## src/rtl/core/pbd_pkg.sv

```systemverilog
// ----------------------------------------------------------------------------
// pbd_pkg
// Shared types, constants and helpers of the planar PackBits row decoder.
// ----------------------------------------------------------------------------
package pbd_pkg;

	// Field widths
	localparam int unsigned CFG_W      = 13;
	localparam int unsigned CFG_IDX_W  = 2;
	localparam int unsigned CH_W       = 3;
	localparam int unsigned LANE_W     = 2;
	localparam int unsigned ROW_W      = 12;
	localparam int unsigned COL_W      = 13;
	localparam int unsigned BYTE_W     = 8;
	localparam int unsigned LEN_W      = 8;
	localparam int unsigned COUNT_W    = 16;
	localparam int unsigned IN_DATA_W  = 16;
	localparam int unsigned OUT_DATA_W = 48;

	// Default for the dimension limit
	localparam int unsigned MAX_DIM_DEFAULT = 4096;

	// Row count limit that the row index can hold
	localparam logic [CFG_W-1:0] ROW_CAP = 13'd4096;

	// Plane count limit
	localparam logic [CH_W-1:0] CH_MAX = 3'd5;

	// Header codes
	localparam logic [BYTE_W-1:0] HDR_NOP     = 8'h80;
	localparam logic [8:0]        REPEAT_BASE = 9'd257;

	// Input word kinds
	localparam logic MODE_ROW  = 1'b0;
	localparam logic MODE_BYTE = 1'b1;

	// Configuration register indexes
	localparam logic [CFG_IDX_W-1:0] REG_WIDTH    = 2'd0;
	localparam logic [CFG_IDX_W-1:0] REG_HEIGHT   = 2'd1;
	localparam logic [CFG_IDX_W-1:0] REG_CHANNELS = 2'd2;

	// ARGB lanes
	localparam logic [LANE_W-1:0] LANE_BLUE  = 2'd0;
	localparam logic [LANE_W-1:0] LANE_GREEN = 2'd1;
	localparam logic [LANE_W-1:0] LANE_RED   = 2'd2;
	localparam logic [LANE_W-1:0] LANE_ALPHA = 2'd3;

	typedef struct packed {
		logic [CFG_W-1:0] image_width;
		logic [CFG_W-1:0] image_height;
		logic [CH_W-1:0]  channel_count;
	} cfg_t;

	typedef struct packed {
		logic               row_started;
		logic [COUNT_W-1:0] row_bytes_left;
		logic [LEN_W-1:0]   literal_left;
		logic               repeat_pending;
		logic [LEN_W-1:0]   repeat_length;
		logic [ROW_W-1:0]   current_row;
		logic [CH_W-1:0]    current_channel;
		logic [COL_W-1:0]   current_column;
	} state_t;

	typedef struct packed {
		logic [CH_W-1:0]   channel_index;
		logic [LANE_W-1:0] byte_lane;
		logic [ROW_W-1:0]  row_index;
		logic [ROW_W-1:0]  start_column;
		logic [BYTE_W-1:0] pixel_value;
		logic [LEN_W-1:0]  run_length;
		logic              row_done;
		logic              error_flag;
	} result_t;

	// Plane to ARGB lane
	function automatic logic [LANE_W-1:0] lane_of(input logic [CH_W-1:0] ch);
		logic [LANE_W-1:0] lane;
		case (ch)
			3'd0:    lane = LANE_RED;
			3'd1:    lane = LANE_GREEN;
			3'd2:    lane = LANE_BLUE;
			default: lane = LANE_ALPHA;
		endcase
		return lane;
	endfunction

endpackage

```

## src/rtl/core/pbd_step.sv

```systemverilog
// ----------------------------------------------------------------------------
// pbd_step
// Next-state and result logic for one input word of the PackBits decoder.
// ----------------------------------------------------------------------------
module pbd_step #(
	parameter int unsigned MAX_DIM = pbd_pkg::MAX_DIM_DEFAULT
) (
	input  pbd_pkg::cfg_t                      cfg,
	input  pbd_pkg::state_t                    st,
	input  logic                               mode,
	input  logic [pbd_pkg::IN_DATA_W-1:0]      value,
	output pbd_pkg::state_t                    nxt,
	output logic                               emit,
	output pbd_pkg::result_t                   res
);

	logic [pbd_pkg::CFG_W-1:0]   eff_w;
	logic [pbd_pkg::CFG_W-1:0]   h_lim;
	logic [pbd_pkg::CFG_W-1:0]   eff_h;
	logic [pbd_pkg::CH_W-1:0]    eff_ch;
	logic [pbd_pkg::CFG_W-1:0]   next_row;
	logic [pbd_pkg::CH_W-1:0]    next_ch;
	logic [pbd_pkg::BYTE_W-1:0]  byte_v;
	logic [pbd_pkg::COUNT_W-1:0] bytes_dec;
	logic [pbd_pkg::LEN_W-1:0]   lit_dec;
	logic                        done;
	logic                        err_in;
	logic [pbd_pkg::LEN_W-1:0]   want;
	logic [pbd_pkg::COL_W-1:0]   start;
	logic [pbd_pkg::COL_W-1:0]   room;
	logic [pbd_pkg::LEN_W-1:0]   len;
	logic                        err;
	logic [8:0]                  rep_len;

	// Effective dimensions after clamping
	always_comb begin
		if (32'(cfg.image_width) < 32'(MAX_DIM)) begin
			eff_w = cfg.image_width;
		end else begin
			eff_w = pbd_pkg::CFG_W'(MAX_DIM);
		end
		if (32'(cfg.image_height) < 32'(MAX_DIM)) begin
			h_lim = cfg.image_height;
		end else begin
			h_lim = pbd_pkg::CFG_W'(MAX_DIM);
		end
		if (h_lim > pbd_pkg::ROW_CAP) begin
			eff_h = pbd_pkg::ROW_CAP;
		end else if (h_lim == '0) begin
			eff_h = pbd_pkg::CFG_W'(1);
		end else begin
			eff_h = h_lim;
		end
		if (cfg.channel_count == '0) begin
			eff_ch = pbd_pkg::CH_W'(1);
		end else if (cfg.channel_count > pbd_pkg::CH_MAX) begin
			eff_ch = pbd_pkg::CH_MAX;
		end else begin
			eff_ch = cfg.channel_count;
		end
	end

	// Decode one word
	always_comb begin
		nxt       = st;
		emit      = 1'b0;
		done      = 1'b0;
		err_in    = 1'b0;
		want      = '0;
		byte_v    = value[pbd_pkg::BYTE_W-1:0];
		bytes_dec = st.row_bytes_left - pbd_pkg::COUNT_W'(1);
		lit_dec   = st.literal_left - pbd_pkg::LEN_W'(1);
		next_row  = {1'b0, st.current_row} + pbd_pkg::CFG_W'(1);
		next_ch   = st.current_channel + pbd_pkg::CH_W'(1);
		rep_len   = pbd_pkg::REPEAT_BASE - {1'b0, byte_v};

		if (mode == pbd_pkg::MODE_ROW) begin
			// Open the next row, dropping any unfinished run
			nxt.row_started = 1'b1;
			if (!st.row_started) begin
				nxt.current_row     = '0;
				nxt.current_channel = '0;
			end else if (next_row >= eff_h) begin
				nxt.current_row     = '0;
				nxt.current_channel = (next_ch >= eff_ch) ? '0 : next_ch;
			end else begin
				nxt.current_row = next_row[pbd_pkg::ROW_W-1:0];
			end
			nxt.row_bytes_left = value;
			nxt.literal_left   = '0;
			nxt.repeat_pending = 1'b0;
			nxt.repeat_length  = '0;
			nxt.current_column = '0;
		end else if (st.row_started && st.row_bytes_left != '0) begin
			nxt.row_bytes_left = bytes_dec;
			done = (bytes_dec == '0);
			if (st.repeat_pending) begin
				// Value byte of a repeat run
				nxt.repeat_pending = 1'b0;
				nxt.repeat_length  = '0;
				emit = 1'b1;
				want = st.repeat_length;
			end else if (st.literal_left != '0) begin
				// Literal byte; cut short if the row ends early
				nxt.literal_left = done ? '0 : lit_dec;
				emit   = 1'b1;
				want   = pbd_pkg::LEN_W'(1);
				err_in = done && (lit_dec != '0);
			end else begin
				// Header byte
				if (!byte_v[pbd_pkg::BYTE_W-1]) begin
					nxt.literal_left = byte_v + pbd_pkg::LEN_W'(1);
				end else if (byte_v != pbd_pkg::HDR_NOP) begin
					nxt.repeat_pending = 1'b1;
					nxt.repeat_length  = rep_len[pbd_pkg::LEN_W-1:0];
				end
				if (done) begin
					nxt.literal_left   = '0;
					nxt.repeat_pending = 1'b0;
					nxt.repeat_length  = '0;
				end
			end
		end

		// Fit the run into the columns left
		start = st.current_column;
		room  = eff_w - start;
		err   = err_in;
		if (start >= eff_w) begin
			len = '0;
			err = 1'b1;
		end else if ({5'b0, want} < room) begin
			len = want;
		end else begin
			len = room[pbd_pkg::LEN_W-1:0];
		end
		if ({5'b0, len} < {5'b0, want}) begin
			err = 1'b1;
		end
		if (emit) begin
			nxt.current_column = start + pbd_pkg::COL_W'(len);
		end

		res.channel_index = st.current_channel;
		res.byte_lane     = pbd_pkg::lane_of(st.current_channel);
		res.row_index     = st.current_row;
		res.start_column  = start[pbd_pkg::ROW_W-1:0];
		res.pixel_value   = byte_v;
		res.run_length    = len;
		res.row_done      = done;
		res.error_flag    = err;
	end

endmodule

```

## src/rtl/core/packbits_plane_row_decoder.sv

```systemverilog
// ----------------------------------------------------------------------------
// packbits_plane_row_decoder
// Planar PackBits row decoder: row-start and compressed byte words in,
// one literal byte or repeat run per result word out.
// ----------------------------------------------------------------------------
// The decoder takes one input word per clock and gives at most one result
// word per input word. A word is latched into an input register, decoded by
// the step logic against the run and row counters in the same cycle, and its
// result lands in an output register. The throughput of one word per cycle is
// set by the single counter update per word; the input stalls only when a
// result is held in the output register and the sink is not ready. The user
// must write configuration through cfg_we/cfg_index/cfg_data only while no
// word is in flight; the block itself does not enforce this.
module packbits_plane_row_decoder #(
	parameter int unsigned MAX_DIM = pbd_pkg::MAX_DIM_DEFAULT
) (
	input  logic                               clk,
	input  logic                               arst_n,
	// Configuration
	input  logic                               cfg_we,
	input  logic [pbd_pkg::CFG_IDX_W-1:0]      cfg_index,
	input  logic [pbd_pkg::CFG_W-1:0]          cfg_data,
	// Input stream
	input  logic                               s_tvalid,
	output logic                               s_tready,
	input  logic [pbd_pkg::IN_DATA_W-1:0]      s_tdata,   // value[15:0]
	input  logic                               s_tuser,   // mode
	// Output stream
	output logic                               m_tvalid,
	input  logic                               m_tready,
	// channel_index[2:0], byte_lane[4:3], row_index[16:5], start_column[28:17],
	// pixel_value[36:29], run_length[44:37], zero fill[47:45]
	output logic [pbd_pkg::OUT_DATA_W-1:0]     m_tdata,
	output logic                               m_tlast,   // row_done
	output logic                               m_tuser    // error_flag
);

	pbd_pkg::cfg_t    cfg_q;
	pbd_pkg::state_t  st_q;
	pbd_pkg::state_t  st_nxt;
	pbd_pkg::result_t res;
	pbd_pkg::result_t res_q;
	logic                              emit;
	logic                              in_valid_s1;
	logic                              mode_s1;
	logic [pbd_pkg::IN_DATA_W-1:0]     value_s1;
	logic                              out_valid_q;
	logic                              out_free;
	logic                              advance;

	// Configuration registers
	always_ff @(posedge clk or negedge arst_n) begin
		if (!arst_n) begin
			cfg_q.image_width   <= pbd_pkg::CFG_W'(1);
			cfg_q.image_height  <= pbd_pkg::CFG_W'(1);
			cfg_q.channel_count <= pbd_pkg::CH_W'(4);
		end else if (cfg_we) begin
			case (cfg_index)
				pbd_pkg::REG_WIDTH:    cfg_q.image_width   <= cfg_data;
				pbd_pkg::REG_HEIGHT:   cfg_q.image_height  <= cfg_data;
				pbd_pkg::REG_CHANNELS: cfg_q.channel_count <= cfg_data[pbd_pkg::CH_W-1:0];
				default: ;
			endcase
		end
	end

	// Handshake: a word moves on unless its result meets a full output
	assign out_free = !out_valid_q || m_tready;
	assign advance  = in_valid_s1 && (out_free || !emit);
	assign s_tready = !in_valid_s1 || advance;

	// Input register
	always_ff @(posedge clk or negedge arst_n) begin
		if (!arst_n) begin
			in_valid_s1 <= 1'b0;
		end else if (s_tready) begin
			in_valid_s1 <= s_tvalid;
		end
	end

	always_ff @(posedge clk) begin
		if (s_tready && s_tvalid) begin
			mode_s1  <= s_tuser;
			value_s1 <= s_tdata;
		end
	end

	// Decode logic
	pbd_step #(
		.MAX_DIM(MAX_DIM)
	) u_step (
		.cfg   (cfg_q),
		.st    (st_q),
		.mode  (mode_s1),
		.value (value_s1),
		.nxt   (st_nxt),
		.emit  (emit),
		.res   (res)
	);

	// Decoder state
	always_ff @(posedge clk or negedge arst_n) begin
		if (!arst_n) begin
			st_q.row_started     <= 1'b0;
			st_q.row_bytes_left  <= '0;
			st_q.literal_left    <= '0;
			st_q.repeat_pending  <= 1'b0;
			st_q.repeat_length   <= '0;
			st_q.current_row     <= '1;
			st_q.current_channel <= '0;
			st_q.current_column  <= '0;
		end else if (advance) begin
			st_q <= st_nxt;
		end
	end

	// Output register
	always_ff @(posedge clk or negedge arst_n) begin
		if (!arst_n) begin
			out_valid_q <= 1'b0;
		end else if (advance && emit) begin
			out_valid_q <= 1'b1;
		end else if (m_tready) begin
			out_valid_q <= 1'b0;
		end
	end

	always_ff @(posedge clk) begin
		if (advance && emit) begin
			res_q <= res;
		end
	end

	assign m_tvalid = out_valid_q;
	assign m_tdata  = {3'b000, res_q.run_length, res_q.pixel_value, res_q.start_column,
		res_q.row_index, res_q.byte_lane, res_q.channel_index};
	assign m_tlast  = res_q.row_done;
	assign m_tuser  = res_q.error_flag;

endmodule
```

## config.mk

```make
export PLATFORM = sky130hd
export DESIGN_NAME = packbits_plane_row_decoder
export DESIGN_NICKNAME = d
export VERILOG_FILES = /design/src/rtl/core/pbd_pkg.sv /design/src/rtl/core/pbd_step.sv /design/src/rtl/core/packbits_plane_row_decoder.sv
export SDC_FILE = /design/constraint.sdc
export NUM_CORES = 1
export LEC_CHECK = 0
export ABC_AREA = 1
export ABC_CLOCK_PERIOD_IN_PS = 4930
export CAP_MARGIN = 20
export CORE_ASPECT_RATIO = 0.9
export CORE_MARGIN = 1
export CORE_UTILIZATION = 55
export DETAILED_ROUTE_END_ITERATION = 12
export DONT_BUFFER_PORTS = 1
export HOLD_SLACK_MARGIN = 0.03
export PLACE_DENSITY_LB_ADDON = 0.1
export SLEW_MARGIN = 20
export SYNTH_ARGS = -nofsm -noshare
export SYNTH_HDL_FRONTEND = slang
export SYNTH_SLANG_ARGS = --single-unit
```

## constraint.sdc

```tcl
create_clock -name clk -period 4.93 [get_ports clk]
set_clock_uncertainty 0.1 [all_clocks]
set_input_delay 0.7395 -clock clk [delete_from_list [all_inputs] [get_ports clk]]
set_output_delay 0.7395 -clock clk [all_outputs]
set_load 0.01 [all_outputs]
```

Word-level counts from Yosys, hierarchy flattened:

Cells that the tools add are included.

* flip-flop bits (word level): 157
* output and inout bits: 52
* word-level logic and storage cells: 125
* bits of input ports: 37

* equality and inequality tests: 13
* $add $sub $neg: 8
* reductions and logical operators: 31
* order comparisons: 9
* bitwise gates (word level): 1
* muxes and demuxes: 40

Operator list (number)
* $mux 13: 6
* $mux 8: 9
* $mux 33: 2
* $mux 9: 4
* $ge 13x13->1: 2
* $lt 13x13->1 const B: 2
* $mux 17: 1
* $logic_not 16->1: 1
* $reduce_bool 16->1: 1
* $reduce_bool 8->1: 2
* $sub 16x1->16 const B: 1
* $mux 15: 1
* $reduce_and 2->1: 7
* $add 12x1->13 const B: 1
* $add 13x8->13: 1
* $gt 13x13->1 const B: 1
* $logic_not 13->1: 1
* $lt 8x13->1: 1
* $sub 13x13->13: 1
* $mux 12: 1
* $mux 3: 4
* $ne 4x2->1 const B: 3
* $mux 1: 11
* $add 8x1->8 const B: 1
* 26 further kinds: 37

Depth between registers and ports, before layout:

Gate-level depths: netlist of the first run.

* word-level depth: 10
* gate-level depth with buffers: 33
* mapped depth without buffers: 33

Modules after synthesis:

A second synthesis of the first run with hierarchy kept.

* cells, all modules: 1322
* area, all modules: 10382.5 um^2

By module, submodules not included
* packbits_plane_row_decoder: area an instance 5601.6 um^2, cells each 457, seq. area each 4267.8 um^2, instances 1
* pbd_step: area an instance 4780.8 um^2, cells each 865, seq. area each 0.0 um^2, instances 1

Least setup slack after synthesis of the first run:

No wires, ideal clock.

* path kind: flip-flop to flip-flop
* start: register cfg_q[28] (netlist name)
* end: register st_q[12] (netlist name)
* setup slack: -0.012 ns
* arrival: 4.710 ns
* clock period less this slack: 4.942 ns
* stages on the path, launching flop included: 29
* path buffers: 1
* path through: dfrtp_1 clkbuf_1 nor2_1 ha_1 nand2_1 nand2_1 inv_2 nand2_1 a21oi_1 xnor2_1 inv_1 ha_1 nand3_1 or2_1 nor2_1 nand2_2 nand2_2 nor2_1 nor3_1 inv_1 fa_1 o31ai_1 inv_1 o41ai_1 nand2_1 nor2_1 nand2_1 nor3_1 o32ai_1

RTL lines
* start, declared: RTL line packbits_plane_row_decoder.sv:38 `pbd_pkg::cfg_t cfg_q;`
* end signal, assigned: RTL line packbits_plane_row_decoder.sv:113 `st_q <= st_nxt;`
* end, declared: RTL line packbits_plane_row_decoder.sv:39 `pbd_pkg::state_t st_q;`

==> results.sh, run 1 <==
export IMPL_area_delta_synth_final_pct=14.96
export IMPL_cp_max_fo=8
export IMPL_drtPass1Iterations=5
export IMPL_grt_ovfl_total=0
export IMPL_yosysMostFrequentCell="nand2_1"
export IMPL_fp_dieH_um=124.5
export IMPL_synth_cell_types=46
export IMPL_regToRegSetupSlack_ns=0.27
export IMPL_p_switching_mw=1.933
export IMPL_status="finished, final reports clean"
export IMPL_setup_tns_ns=0
export IMPL_power_density_mw_per_mm2=474.2
export IMPL_final_layout_size_suffix_gt1_share_pct=14.04
export IMPL_cap_violations=0
export IMPL_antenna_left=0
export IMPL_cts_tree="done"
export IMPL_fin_crit_sh_pct=94.54
export IMPL_drt_iter0_drc=587
export IMPL_synthFlopType="dfrtp_1"
export IMPL_placed_cells=1313
export IMPL_fin_nets=1236
export IMPL_final_cells=1354
export IMPL_grt_pass1_vias=6951
export IMPL_synth_cells=1088
export IMPL_yosys_top_cells_area="dfrtp_1 (21%), edfxtp_1 (21%), nand2_1 (9.8%)"
export IMPL_worst_pin_slew_ns=0.9841
export IMPL_routed_wl_um=21520
export IMPL_ys_top_cells_by_count="nand2_1 (240), inv_1 (179), nor2_1 (81), dfrtp_1 (78), o21ai_0 (71)"
export IMPL_clk_pin_slew_ns=0.06
export IMPL_internal_power_mw=3.063
export IMPL_io_pins=89
export IMPL_critPathKind="reg -> reg"
export IMPL_finalSetupViolCount=0
export IMPL_syn_area_per_cell_um2=8.423
export IMPL_p_comb_share_pct=36.4
export IMPL_synth_seq_cells=157
export IMPL_cts_buffer_depth=2
export IMPL_start_util_pct=56.62
export IMPL_clkLatencyLatePin_ns=0.43
export IMPL_fmax_mhz=214.5
export IMPL_yosysWarnings=0
export IMPL_hold_path_class="in -> async"
export IMPL_r2r_start="cfg_q[28]"
export IMPL_fin_util_pct=65.09
export IMPL_core_mm2=0.01619
export IMPL_antenna_found_initial=0
export IMPL_hold_viol=0
export IMPL_final_max_slew_violation_count=0
export IMPL_yosysTopAreaCellShare_pct=21.30
export IMPL_io_buffers=0
export IMPL_fin_area_mm2=0.01054
export IMPL_synth_top_area_cell="dfrtp_1"
export IMPL_r2r_end="st_q[12]"
export IMPL_slew_headroom_pct=34.15
export IMPL_num_rows=44
export IMPL_cts_made_buffers=17
export IMPL_hpwl_um=15400
export IMPL_grt_pass1_wl_um=34710
export IMPL_ir_drop_v=0.0003237
export IMPL_cp_slowest_cell="dfrtp_1"
export IMPL_gp_congestion=0.9260
export IMPL_cpPeakStageDelay_ns=0.37
export IMPL_cpMostUsedCell="nand2_2"
export IMPL_synth_edf_count=64
export IMPL_synthArstFlopShare_pct=59.24
export IMPL_synth_area_mm2=0.009164
export IMPL_routedWlPerCell_um=15.89
export IMPL_arrival_ns=4.88
export IMPL_cts_root_buf="clkbuf_16"
export IMPL_diodes=0
export IMPL_track_usage_pct=25.68
export IMPL_cp_start_kind="flip-flop"
export IMPL_p_seq_share_pct=38.3
export IMPL_die_w_um=138.1
export IMPL_cts_num_sinks=157
export IMPL_htree_num_levels=4
export IMPL_drc=0
export IMPL_switching_share_pct=38.69
export IMPL_ys_seq_area_share_pct=46.57
export IMPL_fin_crit_ns=4.661
export IMPL_grt_max_degree=79
export IMPL_r2r_cells=30
export IMPL_p_clk_share_pct=25.2
export IMPL_rsz0062_at_grt="true"
export IMPL_vias=7429
export IMPL_cp_required_ns=5.15
export IMPL_worstSetupEndpointType="flip-flop"
export IMPL_placed_area_mm2=0.009615
export IMPL_p_leak_nw=4.954
export IMPL_dieArea_mm2=0.01718
export IMPL_drt_vias_per_instance=5.487
==> registers in the layout (all words and copies together), names as in the netlist <==
name / cells
m_tdata: 45
mode_s1: 1
st_q: 62
value_s1: 16
m_tuser: 1
cfg_q: 29
m_tvalid: 1
m_tlast: 1
in_valid_s1: 1
==> layout make-up <==
| cell class | count | area [um2] |
|---|---|---|
| Sequential cell | 157 | 4268 |
| Multi-Input combinational cell | 725 | 4342 |
| Tap cell | 207 | 259.0 |
| Fill cell | 1349 | 5650 |
| Timing Repair Buffer | 47 | 404.1 |
| Clock inverter | 14 | 135.1 |
| Inverter | 186 | 698.2 |
| Clock buffer | 18 | 429.2 |
==> power by group through the flow <==
stage | Clock, mW | Combinational, mW | Sequential [mW]
after floorplan | 0 | 1.25 | 1.88
after CTS | 1.29 | 1.71 | 1.91
after global routing | 1.34 | 2.06 | 1.95
after detailed placement | 0 | 1.68 | 1.93
final | 1.26 | 1.82 | 1.92
after global placement | 0 | 1.66 | 1.93
==> repair_timing <==
| action | in CTS | in global routing |
|---|---|---|
| pin swaps | 0 | 20 |
| gates resized for setup | 2 | 51 |
| buffers inserted | 0 | 5 |
| setup endpoints to repair | 1 | 5 |
| hold buffers | 3 | 1 |
| endpoints found under the hold margin | 78 | 1 |
==> worst max-delay path: cells and delay by family, from the launching register on <==
family,cells,cell delay (ns)
flops,1,0.37
compound gates,6,1.13
simple gates,13,1.19
fa+ha+maj,4,1.10
xor+xnor,1,0.12
buf+inv,6,0.52
==> worst max-delay path by stage <==
stage / from / to / depth (start not counted)
final: cfg_q[28] / st_q[12] / 30
after global routing: cfg_q[28] / st_q[12] / 30
after floorplan: cfg_q[28] / st_q[12] / 28
after CTS: cfg_q[28] / st_q[12] / 30
after detailed placement: cfg_q[28] / st_q[12] / 30
after global placement: cfg_q[28] / st_q[12] / 28
==> stage by stage <==
step	total power [mW]	hold WS [ns]	setup slack (ns)
finish	4.996	0.05529	0.2690
global route	5.346	0.03140	-0.06759
CTS	4.917	0.03022	0.04426
detailed placement	3.613	0.3483	-0.08324
global placement	3.593	0.3489	0.06921
floorplan	3.129	0.3244	0.05824
==> placed cells by master (no fill, tap or decap), types with 2 or more instances in the layout <==
cell type | Yosys | final
inv_2 | 7 | 13
nand3b_1 | 2 | 2
dfstp_2 | 15 | 15
nor4_1 | 11 | 11
o21ai_0 | 71 | 70
xor2_1 | 33 | 32
conb_1 | 1 | 3
clkinv_4 | 0 | 2
inv_1 | 179 | 173
ha_1 | 63 | 56
nor2_1 | 81 | 76
fa_2 | 0 | 2
o21ai_1 | 29 | 30
ha_4 | 0 | 7
nor3_2 | 2 | 4
nand3_2 | 4 | 8
a21oi_2 | 0 | 10
xnor2_1 | 9 | 9
o22ai_1 | 17 | 17
dfrtp_1 | 78 | 78
nand2_1 | 240 | 236
a31oi_1 | 4 | 4
inv_6 | 0 | 5
clkbuf_16 | 0 | 17
buf_4 | 3 | 39
a211oi_1 | 2 | 2
edfxtp_1 | 64 | 64
nor3_1 | 14 | 12
clkinv_2 | 0 | 2
clkinvlp_4 | 0 | 3
dlygate4sd3_1 | 0 | 3
nand3_1 | 48 | 44
nand2_2 | 5 | 9
o32ai_1 | 3 | 3
a21oi_1 | 34 | 24
or2_1 | 2 | 2
buf_6 | 2 | 3
o211ai_1 | 10 | 10
nor2_2 | 4 | 8
nand4_1 | 19 | 19
==> logic make-up after synthesis <==
family,after synthesis,share of synthesized area [%]
simple gates,434,20.34
compound gates,181,11.14
fa+ha+maj,65,9.039
other cells,1,0.04092
xor+xnor,42,4.014
flops,157,46.57
buf+inv,208,8.848
==> metal layers <==
metal  up-vias  GRT usage [%]  share of wire, %
met5         -              0                 0
met4         0          8.856               2.3
met3        33          6.959               6.7
met2       239          38.97                44
met1      3477          35.44                47
li1       3680              -                 -
(Power assumes the default switching activity.)
==> run 2, diff against run 1 <==
--- a/config.mk
+++ b/config.mk
@@ -10,7 +10,7 @@
 export CAP_MARGIN = 20
 export CORE_ASPECT_RATIO = 0.9
 export CORE_MARGIN = 1
-export CORE_UTILIZATION = 55
+export CORE_UTILIZATION = 40
 export DETAILED_ROUTE_END_ITERATION = 12
 export DONT_BUFFER_PORTS = 1
 export HOLD_SLACK_MARGIN = 0.03
==> results.sh, run 2 (same netlist as run 1, synthesis figures left out) <==
export IMPL_critPathKind="reg -> reg"
export IMPL_grt_max_degree=79
export IMPL_start_util_pct=40.71
export IMPL_num_rows=52
export IMPL_r2r_cells=31
export IMPL_top_register="st_q"
export IMPL_cts_root_buf="clkbuf_16"
export IMPL_hold_viol=0
export IMPL_area_delta_synth_final_pct=16.04
export IMPL_r2r_end="st_q[12]"
export IMPL_drtPass1Iterations=4
export IMPL_hold_path_class="in -> async"
export IMPL_worstSetupEndpointType="flip-flop"
export IMPL_cp_start_kind="flip-flop"
export IMPL_slew_headroom_pct=34.37
export IMPL_gp_congestion=0.8671
export IMPL_fp_dieH_um=145.6
export IMPL_diodes=0
export IMPL_nFillCells=2251
export IMPL_grt_pass1_wl_um=36210
export IMPL_vias=7206
export IMPL_worst_pin_slew_ns=0.9808
export IMPL_arrival_ns=4.90
export IMPL_htree_num_levels=4
export IMPL_cp_required_ns=5.13
export IMPL_cap_violations=0
export IMPL_cts_made_buffers=17
export IMPL_die_w_um=161.5
export IMPL_routed_wl_um=22210
export IMPL_grt_pass1_vias=6913
export IMPL_fin_crit_ns=4.694
export IMPL_clk_pin_slew_ns=0.07
export IMPL_clkLatencyLatePin_ns=0.42
export IMPL_drc=0
export IMPL_io_pins=89
export IMPL_fin_crit_sh_pct=95.21
export IMPL_r2r_start="cfg_q[28]"
export IMPL_placed_area_mm2=0.009783
export IMPL_final_max_slew_violation_count=0
export IMPL_cp_max_fo=7
export IMPL_io_buffers=0
export IMPL_cts_tree="done"
export IMPL_final_common_cell="nand2_1"
export IMPL_setup_tns_ns=0
export IMPL_finalSetupViolCount=0
export IMPL_antenna_found_initial=0
export IMPL_cp_slowest_cell="dfrtp_1"
export IMPL_ir_drop_v=0.0002614
export IMPL_regToRegSetupSlack_ns=0.24
export IMPL_final_cell_mix="nand2_1 (237), inv_1 (175), dfrtp_1 (78), nor2_1 (75), o21ai_0 (71)"
export IMPL_final_layout_size_suffix_gt1_share_pct=14.37
export IMPL_total_power_mw=5.022
export IMPL_hold_slack_ns=0.06254
export IMPL_core_mm2=0.02251
export IMPL_fmax_mhz=213.0
export IMPL_power_density_mw_per_mm2=472.3
export IMPL_fin_area_mm2=0.01063
export IMPL_drt_vias_per_instance=4.963
export IMPL_hpwl_um=16300
export IMPL_cts_num_sinks=157
export IMPL_fin_nets=1244
export IMPL_cts_buffer_depth=2
export IMPL_grt_ovfl_total=0
export IMPL_status="finished, final reports clean"
export IMPL_cpPeakStageDelay_ns=0.39
export IMPL_antenna_left=0
export IMPL_drt_iter0_drc=423
export IMPL_routedWlPerCell_um=15.30
export IMPL_track_usage_pct=19.65
export IMPL_dieArea_mm2=0.02352
export IMPL_rsz0062_at_grt="true"
export IMPL_largest_reg_flops=62
export IMPL_p_leak_nw=4.976
[run 2: cell types whose count changed in the layout (fill, tap and decap cells not counted), sizes merged]
cell | before | now
dlygate4sd3 | 3 | 0
inv | 192 | 193
clkinvlp | 3 | 1
clkbuf | 18 | 19
buf | 44 | 55
[run 2: where the power goes]
part | internal, mW | switching [mW] | total (mW)
registers | 1.67 | 0.239 | 1.91
clock network | 0.708 | 0.566 | 1.27
logic | 0.701 | 1.14 | 1.84
[run 2: timing repair]
action | in CTS | in global routing
setup buffers | 1 | 5
hold buffers | 1 | 0
hold endpoints to repair | 78 | 0
endpoints found under the setup margin | 2 | 6
resized for setup | 16 | 29
gates cloned | 0 | 1
pin swaps | 6 | 16
[run 2: final cells by class]
class / instances / area, um2 / area share, %
multi-input combinational: 725 / 4297 / 40.40
tap: 297 / 371.6 / 3.495
inverter: 186 / 698.2 / 6.566
timing repair buffer: 55 / 437.9 / 4.118
clock inverter: 13 / 128.9 / 1.212
clock buffer: 19 / 432.9 / 4.071
sequential: 157 / 4268 / 40.13
[run 2: critical path: cells and delay by family (launching register included)]
family	cells	cell delay (ns)
buffers and inverters	9	0.98
AOI/OAI and AO/OA	7	1.16
xor gates and xnor gates	1	0.13
and+or+nand+nor	10	0.87
DFF	1	0.39
adders and majority gates	4	0.96
[run 2: how the worst max path moves through the flow]
stage / startpoint / end / depth (start not counted)
4_1_cts: cfg_q[28] / st_q[12] / 31
3_3_place_gp: cfg_q[28] / st_q[12] / 29
3_5_place_dp: cfg_q[28] / st_q[12] / 31
6_report: cfg_q[28] / st_q[12] / 31
2_1_floorplan: cfg_q[28] / st_q[12] / 28
5_1_grt: cfg_q[28] / st_q[12] / 31
[run 2: per-stage QoR]
stage,util (%),instances,setup WS [ns]
final,47.24,1452,0.2362
after global placement,43.46,1412,0.003998
after CTS,46.37,1446,0.009769
after floorplan,-,1090,0.05824
after global routing,47.24,1452,-0.08625
after detailed placement,43.46,1412,-0.2409
[run 2: layer usage]
layer  GRT usage, %  routed length, um  up-vias
met2          29.31               9506      128
met1          28.75              11540     3370
met3          3.961                858       19
li1               -                  -     3689
met5              0                  0        -
met4          5.660                306        0
